### config.mk
export PLATFORM = sky130hd
export DESIGN_NAME = csetp_ctrl
export DESIGN_NICKNAME = d
export VERILOG_FILES = /design/src/csetp_pkg.sv /design/src/csetp_ctrl.sv
export SDC_FILE = /design/constraint.sdc
export NUM_CORES = 1
export LEC_CHECK = 0
export BUFFER_PORTS_ARGS = -buffer_cell sky130_fd_sc_hd__buf_2
export CELL_PAD_IN_SITES_DETAIL_PLACEMENT = 1
export CELL_PAD_IN_SITES_GLOBAL_PLACEMENT = 2
export CORE_AREA = 2 2 39 41
export DETAILED_ROUTE_END_ITERATION = 8
export DIE_AREA = 0 0 41 43
export PLACE_DENSITY_LB_ADDON = 0.1
export SYNTH_ARGS = -nofsm -noshare
export SYNTH_HDL_FRONTEND = slang
export SYNTH_SLANG_ARGS = --single-unit
### constraint.sdc
create_clock -name clk -period 1 [get_ports clk]
set_input_delay 0.25 -clock clk [delete_from_list [all_inputs] [get_ports clk]]
set_output_delay 0.25 -clock clk [all_outputs]
set_load 0.01 [all_outputs]
### src/csetp_pkg.sv
`default_nettype none

package csetp_pkg;

  // Table sizes and field widths
  localparam int MAX_FUNCS   = 256;
  localparam int STACK_DEPTH = 64;
  localparam int TIME_W      = 32;
  localparam int ID_W        = 8;
  localparam int CFG_W       = 9;
  localparam int STAT_W      = 3;
  localparam int FUNC_AW     = $clog2(MAX_FUNCS);
  localparam int STACK_AW    = $clog2(STACK_DEPTH);
  localparam int LVL_W       = $clog2(STACK_DEPTH + 1);

  // Reset value of the function count register
  localparam logic [CFG_W-1:0] FUNC_COUNT_RST = CFG_W'(MAX_FUNCS);

  // Event kinds
  localparam logic ACT_START = 1'b0;
  localparam logic ACT_END   = 1'b1;

  // Result status codes
  localparam logic [STAT_W-1:0] ST_OK       = 3'd0;
  localparam logic [STAT_W-1:0] ST_OVERFLOW = 3'd1;
  localparam logic [STAT_W-1:0] ST_EMPTY    = 3'd2;
  localparam logic [STAT_W-1:0] ST_MISMATCH = 3'd3;
  localparam logic [STAT_W-1:0] ST_RANGE    = 3'd4;

  // Commands from the controller to the datapath
  typedef struct packed {
    logic cfg_we;   // write func_count
    logic capture;  // latch an input beat
    logic calc;     // elapsed time and checks
    logic commit;   // table updates and result register load
  } cmd_t;

endpackage

`default_nettype wire

### src/csetp_ctrl.sv
`default_nettype none

module csetp_ctrl (
  input  wire  logic              clk,
  input  wire  logic              rst,
  input  wire  logic              in_valid,
  output logic                    in_stall,
  output logic                    out_valid,
  input  wire  logic              out_stall,
  input  wire  logic              cfg_valid,
  output logic                    cfg_ready,
  output csetp_pkg::cmd_t         cmd
);

  typedef enum logic [1:0] {
    S_IDLE,
    S_CALC,
    S_UPDATE
  } state_t;

  state_t state;
  logic   out_free;

  // Output register can take a new result this cycle
  assign out_free = !out_valid || !out_stall;

  assign in_stall  = (state != S_IDLE);
  assign cfg_ready = (state == S_IDLE);

  // Command decode
  always_comb begin
    cmd         = '0;
    cmd.cfg_we  = cfg_valid && (state == S_IDLE);
    cmd.capture = in_valid && (state == S_IDLE);
    cmd.calc    = (state == S_CALC);
    cmd.commit  = (state == S_UPDATE) && out_free;
  end

  // State and output valid
  always_ff @(posedge clk) begin
    if (rst) begin
      state     <= S_IDLE;
      out_valid <= 1'b0;
    end else begin
      unique case (state)
        S_IDLE: begin
          if (in_valid) begin
            state <= S_CALC;
          end
        end
        S_CALC: begin
          state <= S_UPDATE;
        end
        S_UPDATE: begin
          if (out_free) begin
            state <= S_IDLE;
          end
        end
        default: begin
          state <= S_IDLE;
        end
      endcase

      if (cmd.commit) begin
        out_valid <= 1'b1;
      end else if (!out_stall) begin
        out_valid <= 1'b0;
      end
    end
  end

  // A commit never overwrites a result that is still stalled
  a_no_overwrite: assert property (@(posedge clk) disable iff (rst)
    cmd.commit |-> !(out_valid && out_stall))
    else $error("result overwritten while stalled");

  // An accepted beat always goes through the calc cycle next
  a_accept_calc: assert property (@(posedge clk) disable iff (rst)
    (in_valid && !in_stall) |=> (state == S_CALC))
    else $error("accepted beat did not enter calc");

  // Calc is always followed by the update state
  a_calc_update: assert property (@(posedge clk) disable iff (rst)
    (state == S_CALC) |=> (state == S_UPDATE))
    else $error("calc not followed by update");

  // Every commit leaves a valid result on the output
  a_commit_valid: assert property (@(posedge clk) disable iff (rst)
    cmd.commit |=> out_valid)
    else $error("commit did not raise out_valid");

endmodule

`default_nettype wire

Yosys cells after proc, flatten, opt, wreduce, memory -nomap -nowiden. Index checks and enable logic that the tools add are counted.

Equal/unequal tests: 5. Multiplexer cells: 5. Reductions and logical operators: 9.

Operators with widths (count): $pmux 2 s3 (1); $mux 2 (2); $ne 2x2->1 const B (2); $logic_and 1x1->1 (3); $eq 2x1->1 const B (1); $eq 2x2->1 const B (1); $logic_not 1->1 (2); $logic_not 2->1 (1); $mux 1 (2); $ne 2x1->1 const B (1); $reduce_and 2->1 (1); $reduce_bool 2->1 (1); $logic_or 1x1->1 (1).

Register bits after elaboration: 3. Input bits: 5. Logic and storage cells: 21.

Longest topological paths before layout.
Word-level depth: 4. Depth in mapped cells: 2. Gate-level depth less buffers: 2.

Worst setup path before layout. OpenSTA, ideal clock, no wires.

Kind: register -> output. Start: reg state[1]. End: out cmd[2] (netlist name). Arrival: 720 ps. Slack: 30 ps. Stages on the path, launching flop included: 3. Path buffers: 0. Path through: dfxtp_1 -> nor2_2 -> and2_1.

RTL lines: start, declared (RTL line csetp_ctrl.sv:21) `state_t state;`; start signal, assigned (RTL line csetp_ctrl.sv:42) `state <= S_IDLE;`; start signal, assigned (RTL line csetp_ctrl.sv:48) `state <= S_CALC;`; start signal, assigned (RTL line csetp_ctrl.sv:52) `state <= S_UPDATE;`; end, declared (RTL line csetp_ctrl.sv:12) `output csetp_pkg::cmd_t cmd`.

==> impl_metrics.toml <==
[outcome]
outcome = "finished with violations"
violations = "setup timing"

[layout]
layout.nets = 41
final-instance-count-excl-fill = 51
fill_cells = 168
antenna_cells = 0
synthToLayoutAreaGrowth_pct = 127
drive_gt1_share_pct = 77.1

[sta]
worst_hold_slack_ns = 0.213
rsz0062_at_grt = "yes"
fin_crit_ns = 1.22
fin_crit_sh_pct = 122
relSlewSlack_pct = 88.7
hold_violations = 0
setup_slack_ns = -0.217
tightest_slew_ns = 0.169
skew_ns = 0.00287
slew_violations = 0
setup_viol = 6
fmax_ghz = 0.822

[clock_network]
cts_tree = "built"
cts_htree_levels = 1
clock_latency_ns = 0.23
clkTransAtPathRegs_ns = 0.04
cts_buffers = 3
clock_path_buffers = 2
cts_hold_buffers = 0
clock_sinks = 3
root_buffer = "clkbuf_4"

[route]
via_per_inst = 3.59
firstDrtPassIters = 2
wl_per_cell_um = 8.69
drc = 0
num_vias = 183
drt_wl_total_um = 443
antenna_left = 0
drt_iter0_drc = 2

[floorplan]
num_rows = 14
fp.dieArea_um2 = 1760
die_w_um = 41
initial_core_util_pct = 10.2
core_um2 = 1380
dieHeight_um = 43
io_pins = 12

[worst_setup_path]
cp.arrival_ns = 0.97
reg2reg_from = "state[1]"
crit_path_start_kind = "register"
crit_type = "register to output port"
required_ns = 0.75
r2r_slack_ns = 0.18
r2r_cells = 2
crit_fanout = 5
worstSetupEndpointType = "output port"
worst_r2r_endpoint = "state[0]"

[worst_hold_path]
hold_path.class = "input pin to register"
hold_path_end = "state[1]"
hold_depth = 2
hp-start = "rst"

[placement]
dp_hpwl_um = 341
gp_congestion = 0.702
place_inst = 45
io_buffers = 11
pre_cts_ws_ns = -0.0195

[global_routing]
grt_pass1_wl_um = 669
grt_max_degree = 6
grt-ovfl-total = 0
antenna_found_initial = 0
grtUsageTotal_pct = 6.62
grt_pass1_vias = 190

[job]
drv_cap = 0

[power]
p_leak_nw = 0.160
peakVddDrop_mv = 0.409
p_per_area_nw_per_um2 = 1370

[yosys]
yosys_warnings = 0
seq_area_frac_synth_pct = 42.5
synthFlopType = "dfxtp_1"
syn_area_um2 = 141
synth.largest_area_cell = "dfxtp_1"
synth_edf_count = 0
synth_seq_cells = 3
synth_common_cells = "3 x a21oi_1, 3 x dfxtp_1, 2 x and2_1, 2 x inv_1, 2 x nand2b_1"
synth_area_leaders = "dfxtp_1 42%, a21oi_1 11%, nor4b_2 11%"
synthCells = 16
async_flop_share_pct = 0
syn-num-nets = 21
syn-mean-instance-area_um2 = 8.84
yosysUniqueCellTypes = 9
synth_top_cell_area_share_pct = 42.5
==> flip-flops by register name, indices dropped and copies added, names as in the netlist <==
signal     flops
state          2
out_valid      1
==> critical path: stages, from the launching register on <==
cell     delay (ns)
dfxtp_4        0.36
nor2_4         0.13
and2_4         0.15
buf_6          0.09
==> worst max-delay path by stage <==
stage | startpoint | to | slack [ns] | cells past startpoint
6_report | state[1] | cmd[2] | -0.22 | 3
2_1_floorplan | state[1] | cmd[2] | 0.03 | 2
3_5_place_dp | state[1] | cmd[3] | -0.02 | 3
5_1_grt | state[1] | cmd[3] | -0.26 | 3
4_1_cts | state[0] | cmd[3] | -0.22 | 3
3_3_place_gp | state[0] | cmd[0] | -0.02 | 3
==> kinds of logic (layout without fill, tap and decap cells) <==
family / count (synthesis) / count (layout) / share of synthesized area (%)
AOI/OAI and AO/OA: 3 / 3 / 10.6
and+or+nand+nor: 8 / 8 / 41.6
DFF: 3 / 3 / 42.5
buffers and inverters: 2 / 21 / 5.31
==> final cells by class <==
type / count / area [um2] / share of cell area, %
Tap cell: 16 / 20.0 / 6.23
Timing Repair Buffer: 15 / 104 / 32.3
Sequential cell: 3 / 68.8 / 21.4
Clock buffer: 4 / 26.3 / 8.17
Inverter: 2 / 7.51 / 2.33
Multi-Input combinational cell: 11 / 95.1 / 29.6
==> where the power goes <==
group	total, mW	leakage [nW]	switching [mW]	internal [mW]
Combinational	0.0982	0.118	0.0369	0.0613
Sequential	0.134	0.0264	0.00954	0.124
Clock	0.208	0.0150	0.0586	0.149
Total	0.440	0.160	0.105	0.335
==> cell usage in the layout (no fill, tap or decap) <==
cell	count
nor2_4	1
nand2_1	1
nand2b_1	1
dfxtp_2	1
and2_4	2
clkbuf_1	1
clkbuf_4	3
inv_1	2
buf_2	8
dfxtp_4	2
nand4b_1	1
buf_4	4
a21oi_1	2
nand2b_4	1
nor4b_2	1
buf_6	3
a21oi_2	1
==> metal layers <==
layer	GRT usage (%)	vias up	part of all wire, %
li1	-	92	-
met1	5.45	85	38
met2	7.81	6	56
met5	0	-	0
met3	6.28	0	5.6
met4	8.00	0	0
==> what timing repair did <==
action / 4_1_cts / 5_1_grt
buffers inserted: 2 / 0
resized for setup: 9 / 5
pin swaps: 3 / 2
setup endpoints to repair: 6 / 6
==> through the flow <==
step | power [mW] | setup TNS (ns) | area [um2] | util (%)
6_report | 0.440 | -1.14 | 322 | 23.2
5_1_grt | 0.471 | -1.42 | 322 | 23.2
4_1_cts | 0.440 | -1.18 | 304 | 22.0
3_5_place_dp | 0.203 | -0.0388 | 231 | 16.7
3_3_place_gp | 0.203 | -0.0204 | 231 | 16.7
2_1_floorplan | 0.165 | 0 | 141 | -
(Power assumes the default switching activity.)
